$ cat src/rtl/core/rhs_pkg.sv
package rhs_pkg;

    localparam int CHAR_W    = 8;
    localparam int LEN_W     = 5;
    localparam int PCHARS_W  = 64;
    localparam int HASH_W    = 27;
    localparam int POS_W     = 48;
    localparam int KIND_W    = 2;
    localparam int CFG_IDX_W = 2;
    localparam int PK_W      = 4;    // index into the pattern and power tables
    localparam int POW3_W    = 24;   // 3^15 fits in 24 bits

    // floor(x / 3) = (x * DIV3_MUL) >> DIV3_SHIFT for every x below 2^29
    localparam int DIV3_W     = 28;
    localparam int DIV3_SHIFT = 29;
    localparam logic [DIV3_W-1:0] DIV3_MUL = 28'd178956971;

    typedef enum logic [KIND_W-1:0] {
        K_HASH    = 2'd0,
        K_POS     = 2'd1,
        K_NOMATCH = 2'd2
    } t_kind;

    typedef enum logic [CFG_IDX_W-1:0] {
        CFG_LEN = 2'd0,
        CFG_LO  = 2'd1,
        CFG_HI  = 2'd2
    } t_cfg_idx;

    // operands of the shared term unit: a + d3 * 3^k
    typedef struct packed {
        logic [HASH_W-1:0] a;
        logic [1:0]        d3;
        logic [PK_W-1:0]   k;
    } t_term_req;

    function automatic logic [1:0] f_mod3(input logic [CHAR_W-1:0] b);
        logic [3:0] s;
        logic [2:0] t;
        logic [1:0] r;
        // 4 = 1 (mod 3): fold base-4 digits twice
        s = 4'(b[1:0]) + 4'(b[3:2]) + 4'(b[5:4]) + 4'(b[7:6]);
        t = 3'(s[1:0]) + 3'(s[3:2]);
        case (t)
            3'd0, 3'd3, 3'd6: r = 2'd0;
            3'd1, 3'd4:       r = 2'd1;
            3'd2, 3'd5:       r = 2'd2;
            default:          r = 2'd0;
        endcase
        return r;
    endfunction

    function automatic logic [POW3_W-1:0] f_pow3(input logic [PK_W-1:0] k);
        logic [POW3_W-1:0] p;
        case (k)
            4'd0:    p = 24'd1;
            4'd1:    p = 24'd3;
            4'd2:    p = 24'd9;
            4'd3:    p = 24'd27;
            4'd4:    p = 24'd81;
            4'd5:    p = 24'd243;
            4'd6:    p = 24'd729;
            4'd7:    p = 24'd2187;
            4'd8:    p = 24'd6561;
            4'd9:    p = 24'd19683;
            4'd10:   p = 24'd59049;
            4'd11:   p = 24'd177147;
            4'd12:   p = 24'd531441;
            4'd13:   p = 24'd1594323;
            4'd14:   p = 24'd4782969;
            4'd15:   p = 24'd14348907;
            default: p = 24'd1;
        endcase
        return p;
    endfunction

    function automatic logic [CHAR_W-1:0] f_pchar(input logic [PCHARS_W-1:0] lo,
                                                  input logic [PCHARS_W-1:0] hi,
                                                  input logic [PK_W-1:0]     k);
        logic [PCHARS_W-1:0] w;
        w = k[3] ? hi : lo;
        return w[{k[2:0], 3'b000} +: CHAR_W];
    endfunction

endpackage

$ cat src/rtl/core/rhs_if.sv
interface rhs_in_if;
    import rhs_pkg::*;
    logic              valid;
    logic              ready;
    logic [CHAR_W-1:0] data_byte;
    logic              end_of_stream;

    modport source (output valid, output data_byte, output end_of_stream, input ready);
    modport sink   (input valid, input data_byte, input end_of_stream, output ready);
endinterface

interface rhs_out_if;
    import rhs_pkg::*;
    logic              valid;
    logic              ready;
    logic [KIND_W-1:0] result_kind;
    logic [POS_W-1:0]  result_value;
    logic              last_of_run;

    modport source (output valid, output result_kind, output result_value,
                    output last_of_run, input ready);
    modport sink   (input valid, input result_kind, input result_value,
                    input last_of_run, output ready);
endinterface

interface rhs_cfg_if;
    import rhs_pkg::*;
    logic                 valid;
    logic                 ready;
    logic [CFG_IDX_W-1:0] index;
    logic [PCHARS_W-1:0]  data;

    modport source (output valid, output index, output data, input ready);
    modport sink   (input valid, input index, input data, output ready);
endinterface

$ cat src/rtl/core/rolling_hash_substring_search.sv
// Rolling-hash substring search over a byte stream. Each input word carries one text
// byte (or an end-of-stream flag); the block keeps the last N bytes (N = pattern_length,
// clamped to 1..MAX_PATTERN) and a hash sum((byte mod 3) * 3^k) over them, oldest at
// k = 0. When a full window hashes to the pattern's hash, it emits the hash (first hit
// only), then one word per compared character carrying its 1-based text position,
// stopping after the first mismatch or the last character. An end-of-stream word yields
// a single no-match word until a hit has occurred. A text byte passes through accept,
// divide by 3, hash update and hit check, all through one shared a + d*3^k term adder
// and a reciprocal multiplier. The first byte after a pattern or length write first
// waits while the same adder rebuilds the pattern hash one character a cycle. On a
// hit the position words follow the hit check (the hash word leaves during the hit
// check), held back by any output back-pressure. The window is a small memory with one
// registered read port and a valid bit per entry, so no clearing pass follows reset.
// Configuration is accepted only while the block is idle and takes priority over a text
// word offered in the same cycle; write it only while nothing is in flight.
module rolling_hash_substring_search import rhs_pkg::*; #(
    parameter int MAX_PATTERN = 16
) (
    input  logic       i_clk,
    input  logic       i_rst_n,
    rhs_cfg_if.sink    i_cfg,
    rhs_in_if.sink     i_in,
    rhs_out_if.source  o_out
);

    localparam int NW  = $clog2(MAX_PATTERN + 1);
    localparam int KW  = $clog2(MAX_PATTERN);
    localparam int PW1 = POS_W + 1;
    localparam int PRW = HASH_W + DIV3_W;

    typedef enum logic [2:0] {
        S_IDLE,
        S_PH,
        S_DIV,
        S_UPD,
        S_HIT,
        S_CMP,
        S_EOS
    } t_state;

    t_state r_state;

    // configuration
    logic [LEN_W-1:0]    r_len;
    logic [PCHARS_W-1:0] r_plo;
    logic [PCHARS_W-1:0] r_phi;
    logic                r_ph_ok;
    logic [HASH_W-1:0]   r_phash;

    // window memory
    logic [CHAR_W-1:0]      r_mem [MAX_PATTERN];
    logic [MAX_PATTERN-1:0] r_valid;
    logic [CHAR_W-1:0]      r_rd;
    logic                   r_rd_vld;
    logic                   rd_en;
    logic [KW-1:0]          rd_addr;

    // stream state
    logic [KW-1:0]     r_head;
    logic [POS_W-1:0]  r_seen;
    logic [HASH_W-1:0] r_hash;
    logic              r_any;

    // per-word working registers
    logic [CHAR_W-1:0] r_c;
    logic [1:0]        r_c3;
    logic [HASH_W-1:0] r_acc;
    logic [HASH_W-1:0] r_quot;
    logic [KW-1:0]     r_k;
    logic [KW-1:0]     r_ptr;
    logic [PW1-1:0]    r_pos;
    logic              r_full;

    // output register
    logic              r_ov;
    t_kind             r_okind;
    logic [POS_W-1:0]  r_oval;
    logic              r_olast;

    logic [NW-1:0]     n;
    logic [KW-1:0]     head_clamp;
    logic [KW-1:0]     head_next;
    logic [KW-1:0]     ptr_next;
    logic              in_fire;
    logic              cfg_fire;
    logic              slot_free;
    logic [CHAR_W-1:0] rd_data;
    logic              mismatch;
    logic              k_last;
    logic              below_n;
    logic              hit;
    logic [HASH_W-1:0] h_sub;
    logic [PRW-1:0]    prod;
    logic [HASH_W-1:0] quot;
    logic [POS_W-1:0]  pos_sat;
    logic              emit_hash;
    logic              emit_pos;
    logic              emit_eos;
    logic              emit;
    t_kind             n_okind;
    logic [POS_W-1:0]  n_oval;
    logic              n_olast;
    t_term_req         term_req;
    logic [HASH_W-1:0] term_sum;

    // length in use: zero acts as one, anything above the window as the window
    always_comb begin
        if (r_len == '0) begin
            n = NW'(1);
        end else if (r_len > LEN_W'(MAX_PATTERN)) begin
            n = NW'(MAX_PATTERN);
        end else begin
            n = NW'(r_len);
        end
    end

    assign in_fire   = i_in.valid && i_in.ready;
    assign cfg_fire  = i_cfg.valid && i_cfg.ready;
    assign slot_free = !r_ov || o_out.ready;

    // hold text back while a register write is offered
    assign i_in.ready  = (r_state == S_IDLE) && !i_cfg.valid;
    assign i_cfg.ready = (r_state == S_IDLE);

    // a length shrink can leave the head beyond the window: restart it at 0
    assign head_clamp = (6'(r_head) >= 6'(n)) ? '0 : r_head;
    assign head_next  = (6'(r_head) + 6'd1 == 6'(n)) ? '0 : r_head + KW'(1);
    assign ptr_next   = (6'(r_ptr) + 6'd1 == 6'(n)) ? '0 : r_ptr + KW'(1);

    // entries never written read as zero
    assign rd_data  = r_rd_vld ? r_rd : '0;
    assign mismatch = (rd_data != f_pchar(r_plo, r_phi, PK_W'(r_k)));
    assign k_last   = (6'(r_k) + 6'd1 == 6'(n));
    assign below_n  = (r_seen < POS_W'(n));
    assign hit      = r_full && (r_hash == r_phash);
    assign pos_sat  = r_pos[POS_W] ? '1 : r_pos[POS_W-1:0];

    // drop the oldest byte's digit, then divide by 3 with a reciprocal multiply
    assign h_sub = r_hash - HASH_W'(f_mod3(rd_data));
    assign prod  = PRW'(h_sub) * PRW'(DIV3_MUL);
    assign quot  = HASH_W'(prod >> DIV3_SHIFT);

    // shared term adder: pattern hash build, growing-window add, sliding-window add
    always_comb begin
        term_req.a  = r_acc;
        term_req.d3 = f_mod3(f_pchar(r_plo, r_phi, PK_W'(r_k)));
        term_req.k  = PK_W'(r_k);
        if (r_state == S_UPD) begin
            term_req.d3 = r_c3;
            if (below_n) begin
                term_req.a = r_hash;
                term_req.k = r_seen[PK_W-1:0];
            end else begin
                term_req.a = r_quot;
                term_req.k = PK_W'(n - NW'(1));
            end
        end
    end

    rhs_term_unit u_term (
        .i_req (term_req),
        .o_sum (term_sum)
    );

    // window read port: old byte at accept, then one compared byte per word
    always_comb begin
        rd_en   = 1'b0;
        rd_addr = r_ptr;
        case (r_state)
            S_IDLE: begin
                rd_en   = in_fire && !i_in.end_of_stream;
                rd_addr = head_clamp;
            end
            S_HIT: begin
                rd_en   = 1'b1;
                rd_addr = r_head;
            end
            S_CMP: begin
                rd_en   = slot_free;
                rd_addr = ptr_next;
            end
            default: begin
                rd_en   = 1'b0;
                rd_addr = r_ptr;
            end
        endcase
    end

    assign emit_hash = (r_state == S_HIT) && hit && !r_any && slot_free;
    assign emit_pos  = (r_state == S_CMP) && slot_free;
    assign emit_eos  = (r_state == S_EOS) && slot_free;
    assign emit      = emit_hash || emit_pos || emit_eos;

    always_comb begin
        n_okind = K_NOMATCH;
        n_oval  = '0;
        n_olast = 1'b1;
        if (emit_hash) begin
            n_okind = K_HASH;
            n_oval  = POS_W'(r_hash);
            n_olast = 1'b0;
        end else if (emit_pos) begin
            n_okind = K_POS;
            n_oval  = pos_sat;
            n_olast = mismatch || k_last;
        end
    end

    // control state and output valid
    always_ff @(posedge i_clk) begin
        if (!i_rst_n) begin
            r_state <= S_IDLE;
            r_len   <= LEN_W'(1);
            r_plo   <= '0;
            r_phi   <= '0;
            r_ph_ok <= 1'b0;
            r_valid <= '0;
            r_head  <= '0;
            r_seen  <= '0;
            r_hash  <= '0;
            r_any   <= 1'b0;
            r_ov    <= 1'b0;
        end else begin
            if (cfg_fire) begin
                case (t_cfg_idx'(i_cfg.index))
                    CFG_LEN: begin
                        r_len   <= i_cfg.data[LEN_W-1:0];
                        r_ph_ok <= 1'b0;
                    end
                    CFG_LO: begin
                        r_plo   <= i_cfg.data;
                        r_ph_ok <= 1'b0;
                    end
                    CFG_HI: begin
                        r_phi   <= i_cfg.data;
                        r_ph_ok <= 1'b0;
                    end
                    default: begin
                    end
                endcase
            end

            if (emit) begin
                r_ov <= 1'b1;
            end else if (o_out.ready) begin
                r_ov <= 1'b0;
            end

            case (r_state)
                S_IDLE: begin
                    if (in_fire) begin
                        if (i_in.end_of_stream) begin
                            if (!r_any) begin
                                r_state <= S_EOS;
                            end
                        end else begin
                            r_head  <= head_clamp;
                            r_state <= r_ph_ok ? S_DIV : S_PH;
                        end
                    end
                end
                S_PH: begin
                    if (k_last) begin
                        r_ph_ok <= 1'b1;
                        r_state <= S_DIV;
                    end
                end
                S_DIV: begin
                    r_state <= S_UPD;
                end
                S_UPD: begin
                    r_hash          <= term_sum;
                    r_valid[r_head] <= 1'b1;
                    r_head          <= head_next;
                    if (r_seen != '1) begin
                        r_seen <= r_seen + POS_W'(1);
                    end
                    r_state <= S_HIT;
                end
                S_HIT: begin
                    if (!hit) begin
                        r_state <= S_IDLE;
                    end else if (r_any || slot_free) begin
                        r_any   <= 1'b1;
                        r_state <= S_CMP;
                    end
                end
                S_CMP: begin
                    if (slot_free && (mismatch || k_last)) begin
                        r_state <= S_IDLE;
                    end
                end
                S_EOS: begin
                    if (slot_free) begin
                        r_state <= S_IDLE;
                    end
                end
                default: begin
                    r_state <= S_IDLE;
                end
            endcase
        end
    end

    // working registers and output payload
    always_ff @(posedge i_clk) begin
        if (emit) begin
            r_okind <= n_okind;
            r_oval  <= n_oval;
            r_olast <= n_olast;
        end
        case (r_state)
            S_IDLE: begin
                if (in_fire) begin
                    r_c   <= i_in.data_byte;
                    r_c3  <= f_mod3(i_in.data_byte);
                    r_acc <= '0;
                    r_k   <= '0;
                end
            end
            S_PH: begin
                r_acc <= term_sum;
                r_k   <= r_k + KW'(1);
                if (k_last) begin
                    r_phash <= term_sum;
                end
            end
            S_DIV: begin
                r_quot <= quot;
            end
            S_UPD: begin
                r_full <= (PW1'(r_seen) + PW1'(1)) >= PW1'(n);
                r_pos  <= PW1'(r_seen) + PW1'(2) - PW1'(n);
            end
            S_HIT: begin
                r_k   <= '0;
                r_ptr <= r_head;
            end
            S_CMP: begin
                if (slot_free) begin
                    r_k   <= r_k + KW'(1);
                    r_pos <= r_pos + PW1'(1);
                    r_ptr <= ptr_next;
                end
            end
            default: begin
            end
        endcase
    end

    // window memory: write the new byte, registered read
    always_ff @(posedge i_clk) begin
        if (r_state == S_UPD) begin
            r_mem[r_head] <= r_c;
        end
        if (rd_en) begin
            r_rd     <= r_mem[rd_addr];
            r_rd_vld <= r_valid[rd_addr];
        end
    end

    assign o_out.valid        = r_ov;
    assign o_out.result_kind  = r_okind;
    assign o_out.result_value = r_oval;
    assign o_out.last_of_run  = r_olast;

    // a no-match word always closes its run
    a_nomatch_last: assert property (@(posedge i_clk) disable iff (!i_rst_n)
        (r_ov && (r_okind == K_NOMATCH)) |-> r_olast)
        else $error("no-match word without last_of_run");

    // a hash word is always followed by at least one position word
    a_hash_not_last: assert property (@(posedge i_clk) disable iff (!i_rst_n)
        (r_ov && (r_okind == K_HASH)) |-> !r_olast)
        else $error("hash word marked last_of_run");

    // the first hash word latches the hit flag
    a_hash_marks_hit: assert property (@(posedge i_clk) disable iff (!i_rst_n)
        emit_hash |=> r_any)
        else $error("hit flag not set after hash word");

    // after an update the head sits inside the window
    a_head_in_window: assert property (@(posedge i_clk) disable iff (!i_rst_n)
        (r_state == S_HIT) |-> (6'(r_head) < 6'(n)))
        else $error("window head outside the window");

endmodule

$ cat src/rtl/core/rhs_term_unit.sv
module rhs_term_unit import rhs_pkg::*; (
    input  t_term_req         i_req,
    output logic [HASH_W-1:0] o_sum
);

    logic [POW3_W-1:0] pow;
    logic [POW3_W:0]   term;

    // d3 is a residue mod 3, so the product is a shift and select
    always_comb begin
        pow = f_pow3(i_req.k);
        case (i_req.d3)
            2'd1:    term = {1'b0, pow};
            2'd2:    term = {pow, 1'b0};
            default: term = '0;
        endcase
    end

    assign o_sum = i_req.a + HASH_W'(term);

endmodule
$ cat src/flat_wrapper.sv
// flat-port wrapper written by rule: the top's interface ports become plain ports
module rolling_hash_substring_search_flat import rhs_pkg::*;
#(
    parameter int MAX_PATTERN = 16
)
  (i_clk, i_rst_n, i_cfg_valid, i_cfg_index, i_cfg_data, i_cfg_ready, i_in_valid, i_in_data_byte, i_in_end_of_stream, i_in_ready, o_out_valid, o_out_result_kind, o_out_result_value, o_out_last_of_run, o_out_ready);
  rhs_cfg_if i_cfg_i ();
  rhs_in_if i_in_i ();
  rhs_out_if o_out_i ();
  input  logic i_clk;
  input  logic i_rst_n;
  input wire logic [$bits(i_cfg_i.valid)-1:0] i_cfg_valid;
  input wire logic [$bits(i_cfg_i.index)-1:0] i_cfg_index;
  input wire logic [$bits(i_cfg_i.data)-1:0] i_cfg_data;
  output wire logic [$bits(i_cfg_i.ready)-1:0] i_cfg_ready;
  input wire logic [$bits(i_in_i.valid)-1:0] i_in_valid;
  input wire logic [$bits(i_in_i.data_byte)-1:0] i_in_data_byte;
  input wire logic [$bits(i_in_i.end_of_stream)-1:0] i_in_end_of_stream;
  output wire logic [$bits(i_in_i.ready)-1:0] i_in_ready;
  output wire logic [$bits(o_out_i.valid)-1:0] o_out_valid;
  output wire logic [$bits(o_out_i.result_kind)-1:0] o_out_result_kind;
  output wire logic [$bits(o_out_i.result_value)-1:0] o_out_result_value;
  output wire logic [$bits(o_out_i.last_of_run)-1:0] o_out_last_of_run;
  input wire logic [$bits(o_out_i.ready)-1:0] o_out_ready;
  assign i_cfg_i.valid = i_cfg_valid;
  assign i_cfg_i.index = i_cfg_index;
  assign i_cfg_i.data = i_cfg_data;
  assign i_cfg_ready = i_cfg_i.ready;
  assign i_in_i.valid = i_in_valid;
  assign i_in_i.data_byte = i_in_data_byte;
  assign i_in_i.end_of_stream = i_in_end_of_stream;
  assign i_in_ready = i_in_i.ready;
  assign o_out_valid = o_out_i.valid;
  assign o_out_result_kind = o_out_i.result_kind;
  assign o_out_result_value = o_out_i.result_value;
  assign o_out_last_of_run = o_out_i.last_of_run;
  assign o_out_i.ready = o_out_ready;
  rolling_hash_substring_search #(.MAX_PATTERN(MAX_PATTERN)) u_core (.i_clk(i_clk), .i_rst_n(i_rst_n), .i_cfg(i_cfg_i), .i_in(i_in_i), .o_out(o_out_i));
endmodule
$ cat config.mk
export PLATFORM = sky130hd
export DESIGN_NAME = rolling_hash_substring_search_flat
export DESIGN_NICKNAME = d
export VERILOG_FILES = /design/src/rtl/core/rhs_pkg.sv /design/src/rtl/core/rhs_if.sv /design/src/rtl/core/rolling_hash_substring_search.sv /design/src/rtl/core/rhs_term_unit.sv /design/src/flat_wrapper.sv
export SDC_FILE = /design/constraint.sdc
export NUM_CORES = 2
export LEC_CHECK = 0
export ABC_AREA = 1
export BUFFER_PORTS_ARGS = -buffer_cell sky130_fd_sc_hd__buf_2
export CAP_MARGIN = 40
export CORE_ASPECT_RATIO = 0.7
export CORE_MARGIN = 2
export CORE_UTILIZATION = 30
export CTS_CLUSTER_SIZE = 14
export DETAILED_ROUTE_END_ITERATION = 16
export SYNTH_ARGS = -nofsm -noshare
export SYNTH_HDL_FRONTEND = slang
export SYNTH_SLANG_ARGS = --single-unit
$ cat constraint.sdc
create_clock -name i_clk -period 29.7 [get_ports i_clk]
set_clock_uncertainty 0.05 [all_clocks]
set_input_delay 4.455 -clock i_clk [delete_from_list [all_inputs] [get_ports i_clk]]
set_output_delay 4.455 -clock i_clk [all_outputs]
set_load 0.005 [all_outputs]
Word level (Yosys, flattened, before mapping) --
Memories as Yosys holds them, arrays and structs flattened. A register that Yosys moved wholly into a read port is not among the register bits. Cells that the tools add are included.
Storage, ports and cells: register bits after elaboration 434, memory bits (writable) 128, bits in read-only memories 304, bits of input ports 80, output and inout port bits 54, logic and storage cells 206, memories 2
Memory list:
- (name not given) | depth 16, bits a word 19, rd ports 1, clocked after Yosys merged registers in 0, wr ports 0, line rhs_pkg.sv:55 | case (k)
- u_core.r_mem | depth 16, bits a word 8, rd ports 1, clocked after Yosys merged registers in 1, wr ports 1, line rolling_hash_substring_search.sv:51 | logic [CHAR_W-1:0] r_mem [MAX_PATTERN];
Cells by class: $add $sub $neg 26, multiply operators 1, $lt $le $gt $ge 7, equality and inequality tests 36, shift-type cells 1, muxes and demuxes 55, bitwise gates (word level) 2, reductions and logical operators 51
Operator list (count):
- two-way mux 27 bit | 4
- case mux 49 bit (2 select lines) | 1
- two-way mux 64 bit | 1
- variable part select 64 x 7 -> 8 bit | 1
- multiplier 27 x 28 -> 55 bit, second input constant | 1
- case mux 27 bit (2 select lines) | 1
- case mux 25 bit (2 select lines) | 1
- adder 48 x 1 -> 49 bit, second input constant | 1
- adder 48 x 2 -> 49 bit, second input constant | 1
- adder 49 x 1 -> 49 bit, second input constant | 1
- greater-or-equal comparator 49 x 5 -> 1 bit | 1
- two-way mux 49 bit | 1
- subtractor 49 x 5 -> 49 bit | 1
- adder 48 x 1 -> 48 bit, second input constant | 1
- < comparator 48 x 5 -> 1 bit | 1
- two-way mux 48 bit | 1
- != test 48 bit, second input constant | 1
- two-way mux 4 bit | 9
- two-way mux 33 bit | 1
- adder 27 x 25 -> 27 bit | 1
- == test 27 bit | 1
- == test 3 bit, second input constant | 9
- subtractor 27 x 2 -> 27 bit | 1
- adder 4 x 2 -> 4 bit | 6
- other kinds (45) | 131

Longest topological paths before layout --
depth in word-level cells 14, depth in mapped cells 56, depth with buffers taken out 55

Hierarchy --
From an unflattened synthesis, not the netlist that was laid out.
Unflattened totals: cells, all modules 5976, area, all modules 46148.0 µm²
Modules (own cells, without submodules):
- rolling_hash_substring_search | instances 1, cells each 5511, area each 43809.5 µm², seq. area each 14774.2 µm²
- rhs_term_unit | instances 1, cells each 465, area each 2338.5 µm², seq. area each 0.0 µm²

Worst setup path before layout --
No wires, ideal clock.
kind register to register, start point register u_core.r_rd_vld, end point register u_core.r_quot[21], data pin, library setup time 252 ps, data arrival time 10778 ps, required time 29398 ps, slack 18620 ps, cell stages (with the launch flop) 54, path buffers 1, clock period less this slack 11080 ps, cells stage by stage edfxtp_1 > clkbuf_1 > nand2_1 > inv_1 > ha_1 > fa_1 > fa_1 > ha_1 > inv_1 > fa_1 > inv_1 > ha_1 > fa_1 > inv_1 > nand2_1 > nor2_1 > ha_1 > inv_1 > (+18 left out) > inv_1 > fa_1 > inv_1 > fa_1 > inv_1 > fa_1 > inv_1 > ha_1 > nand2_1 > nor2_1 > inv_1 > o21a_1 > and2_1 > o21a_1 > a21boi_0 > nand2_1 > nand3_1 > nand2_1
On the way: word-level cells in the longest chain between the ends 10, elaborated cells between the ends (all ways) 14, those cells by class 5 x add/sub; 1 x mul; 4 x eq/ne; 2 x mux; 2 x reduce/logical
RTL lines:
- start, declared | line rolling_hash_substring_search.sv:54 | logic r_rd_vld;
- start signal, assigned | line rolling_hash_substring_search.sv:358 | r_rd_vld <= r_valid[rd_addr];
- two-way mux 8 bit * | line rolling_hash_substring_search.sv:131 | assign rd_data = r_rd_vld ? r_rd : '0;
- adder 2 x 2 -> 3 bit | line rhs_pkg.sv:42 | s = 4'(b[1:0]) + 4'(b[3:2]) + 4'(b[5:4]) + 4'(b[7:6]);
- adder 4 x 2 -> 4 bit | line rhs_pkg.sv:42
- adder 4 x 2 -> 4 bit * | line rhs_pkg.sv:42
- adder 2 x 2 -> 3 bit * | line rhs_pkg.sv:43 | t = 3'(s[1:0]) + 3'(s[3:2]);
- == test 3 x 2 -> 1 bit (tied with other cells) | line rhs_pkg.sv:44 | case (t)
- OR reduction 2 bit | line rhs_pkg.sv:44
- case mux 2 bit (2 select lines) * | line rhs_pkg.sv:44
- subtractor 27 x 2 -> 27 bit * | line rolling_hash_substring_search.sv:139 | assign h_sub = r_hash - HASH_W'(f_mod3(rd_data));
- multiplier 27 x 28 -> 55 bit * | line rolling_hash_substring_search.sv:140 | assign prod = PRW'(h_sub) * PRW'(DIV3_MUL);
- named net u_core.prod[50] | line rolling_hash_substring_search.sv:93 | logic [PRW-1:0] prod;
- end signal, assigned | line rolling_hash_substring_search.sv:329 | r_quot <= quot;
- end, declared | line rolling_hash_substring_search.sv:68 | logic [HASH_W-1:0] r_quot;
Mark *: on every way through the listed nets, which the timed path passes. The rest lies on a longest branch. A chain may end at the register's enable or synchronous reset.

Worst setup path after layout --
start point register u_core.r_rd_vld, end point register u_core.r_quot[18], data pin
The elaborated chain is that of the path after synthesis.

==> flow_metrics.env <==
export IMPL_status="complete, no violations"
export IMPL_hold_violations=0
export IMPL_cts_tree="done"
export IMPL_ys_seq_elements=570
export IMPL_yosysWarnings=0
export IMPL_hold_class="reg2reg"
export IMPL_worst_skew_pair_late_latency_ps=700
export IMPL_die_w_um=468.1
export IMPL_cp_common_cell="fa_1"
export IMPL_synthToLayoutAreaGrowth_pct=11.84
export IMPL_layout_nets=6603
export IMPL_synthArstFlopShare_pct=0
export IMPL_wirelength_mm=154.9
export IMPL_syn_instance_count=5827
export IMPL_fp_dieArea_um2=154000
export IMPL_layout_commonest_cell="inv_1"
export IMPL_reg2reg_slack_ps=17260
export IMPL_grt_usage_pct=19.75
export IMPL_avgRoutedWirePerCell_um=19.43
export IMPL_grt_overflow=0
export IMPL_fmax_mhz=80.38
export IMPL_clk_pin_slew_worst_paths_ps=60
export IMPL_clockBufferDepth=3
export IMPL_endpoint_kind="flop"
export IMPL_fin_crit_ps=12440
export IMPL_drive_gt1_share_pct=6.446
export IMPL_first_pass_iters=7
export IMPL_syn_nets=6510
export IMPL_synth_edf_count=336
export IMPL_layout_common_cells="inv_1, nor2_1, nand2_1"
export IMPL_floorplan_initialDensity_pct=30.14
export IMPL_synth_compound_area_share_pct=12.08
export IMPL_yosysTopAreaCell="edfxtp_1"
export IMPL_synth_xor_xnor_area_share_pct=3.388
export IMPL_path_max_fanout=8
export IMPL_rsz0062_at_grt="no"
export IMPL_hpwlAfterDp_mm=121.4
export IMPL_grt_pass1_vias=37258
export IMPL_io_pins=134
export IMPL_startpoint_type="flop"
export IMPL_fp_dieH_um=328.9
export IMPL_syn_area_um2=45240
export IMPL_avgSynthCellArea_um2=7.763
export IMPL_num_rows=119
export IMPL_port_buffers=133
export IMPL_r2r_end="u_core.r_quot[18]"
export IMPL_grt_max_degree=86
export IMPL_setup_violations=0
export IMPL_via_per_inst=5.008
export IMPL_routabilityCongestion=0.9983
export IMPL_arrival_ps=12800
export IMPL_synthSimpleGateAreaFrac_pct=21.38
export IMPL_cts_hold_buffers=0
export IMPL_synthAdderAreaFrac_pct=20.18
export IMPL_crit_start="u_core.r_rd_vld"
export IMPL_yosys_top_cells_area="edfxtp_1, ha_1, dfxtp_1"
export IMPL_grt_pass1_wl_mm=232.7
export IMPL_drc=0
export IMPL_path_class="reg2reg"
export IMPL_synth_top_area_share_pct=22.30
export IMPL_antenna_found_initial=10
export IMPL_cp_required_ps=30060
export IMPL_slowest_delay_ps=730
export IMPL_detailroute_via_count=39931
export IMPL_r2r_cells=48
export IMPL_r2r_start="u_core.r_rd_vld"
export IMPL_post_cts_buffers=0
export IMPL_cp_endpoint="u_core.r_quot[18]"
export IMPL_drtAntennaViolNets=0
export IMPL_slew_violations=0
export IMPL_maxCapViolations=0
export IMPL_slowest_stage="fa_1"
export IMPL_synth_mux_area_fraction_pct=0.04425
export IMPL_core_area_um2=150100
export IMPL_relSlewSlack_pct=38.24
export IMPL_ys_seq_area_share_pct=32.66
export IMPL_worstMarginPinSlew_ps=923.6
export IMPL_root_buffer="clkbuf_16"
export IMPL_clock_sinks=570
export IMPL_cts_resized=0
export IMPL_synth_cell_types=68
export IMPL_htreeDepth=3
export IMPL_ys_dominant_reg_cell="edfxtp_1"
export IMPL_fin_setup_tns_ps=0
export IMPL_synth_top_family_by_area="simple AND/OR/NAND/NOR gates"
export IMPL_drt_initial_drc_count=4567
export IMPL_fillCellCount=15839
export IMPL_cts_buffers=70
export IMPL_min_period_over_period_pct=41.89
export IMPL_worst_hold_startpoint="u_core.r_phi[58]"
[stage by stage]
step / utilization [%] / instances / hold WS, ps / cell area (um^2) / setup slack [ps]
final: 33.71 / 7974 / 402.0 / 50590 / 17260
after global placement: 31.95 / 7823 / 389.1 / 47950 / 17470
after global routing: 33.71 / 7974 / 416.9 / 50590 / 16450
after floorplan: - / 5827 / 379.2 / 45240 / 18620
after detailed placement: 32.12 / 7843 / 393.3 / 48210 / 17370
after CTS: 33.70 / 7968 / 402.6 / 50570 / 17260
[per-layer routing]
| layer | global-route usage (%) | share of wire, % | routed length (um) | vias to the layer above |
|---|---|---|---|---|
| li1 | - | - | - | 19110 |
| met3 | 3.917 | 8.8 | 13680 | 167 |
| met4 | 5.201 | 2.6 | 4051 | 4 |
| met2 | 27.01 | 40 | 61630 | 1594 |
| met1 | 30.90 | 49 | 75530 | 19056 |
| met5 | 0 | 0.018 | 28 | - |
[worst min-delay path by stage]
stage	slack (ps)	depth (start not counted)	end
finish	400	2	u_core.r_phi[58]
global route	420	2	u_core.r_phi[30]
CTS	400	2	u_core.r_phi[42]
detailed placement	390	2	u_core.r_phi[42]
global placement	390	2	u_core.r_phi[42]
floorplan	380	2	u_core.r_phi[42]
[cell usage after synthesis, drive strengths merged (2+ instances only)]
master	number
dfxtp	234
inv	1029
a211oi	7
nand3	362
o21ai	526
ha	392
nor3b	4
a21o	14
edfxtp	336
fa	211
or3	2
a31oi	20
o2111ai	4
a21boi	7
nand3b	24
o22ai	13
nor3	89
or2	14
a22oi	3
nor4	25
mux2i	2
clkbuf	101
a21oi	347
o21a	22
and2	4
o211ai	15
xnor2	20
o21bai	18
nor2	839
nand4	78
clkinv	5
o221ai	3
xor2	155
a31o	2
buf	64
o311ai	2
o31ai	9
nand2	818
[flip-flops by register name, summed over array words and instances, names as in the netlist, 5 cells and up]
register / cells
u_core.r_pos: 49
u_core.r_plo: 64
u_core.o_out.result_value: 48
u_core.r_valid: 16
u_core.r_phi: 64
u_core.r_mem: 128
u_core.r_seen: 48
u_core.r_rd: 8
u_core.r_hash: 27
u_core.r_len: 5
u_core.r_phash: 27
u_core.r_c: 8
u_core.r_acc: 27
u_core.r_quot: 26
[kinds of logic after synthesis]
| group | after synthesis |
|---|---|
| simple gates | 2262 |
| buf+inv | 1199 |
| compound gates | 1016 |
| fa+ha+maj | 603 |
| flops | 570 |
| xor+xnor | 175 |
| mux | 2 |
[worst max-delay path, delay by kind of cell (launching register included)]
family	cells	cell delay [ps]
adder cells (fa/ha/maj)	17	7320
AND/OR/NAND/NOR	16	2440
buffers and inverters	10	830
AO/OA/AOI/OAI	3	660
flip-flops	1	490
XOR/XNOR	2	370
[layout make-up]
type,count,area (um^2),area share [%]
Timing Repair Buffer,186,1184,2.340
Clock inverter,35,461.7,0.9126
Inverter,1034,3885,7.679
Sequential cell,570,14770,29.20
Tap cell,1996,2497,4.936
Antenna cell,5,12.51,0.02473
Clock buffer,90,1898,3.752
Multi-Input combinational cell,4058,25880,51.15
Power is left out: the tool's default activity adds up to more than one toggle a clock period on the data nets, which glitch-free logic cannot reach.
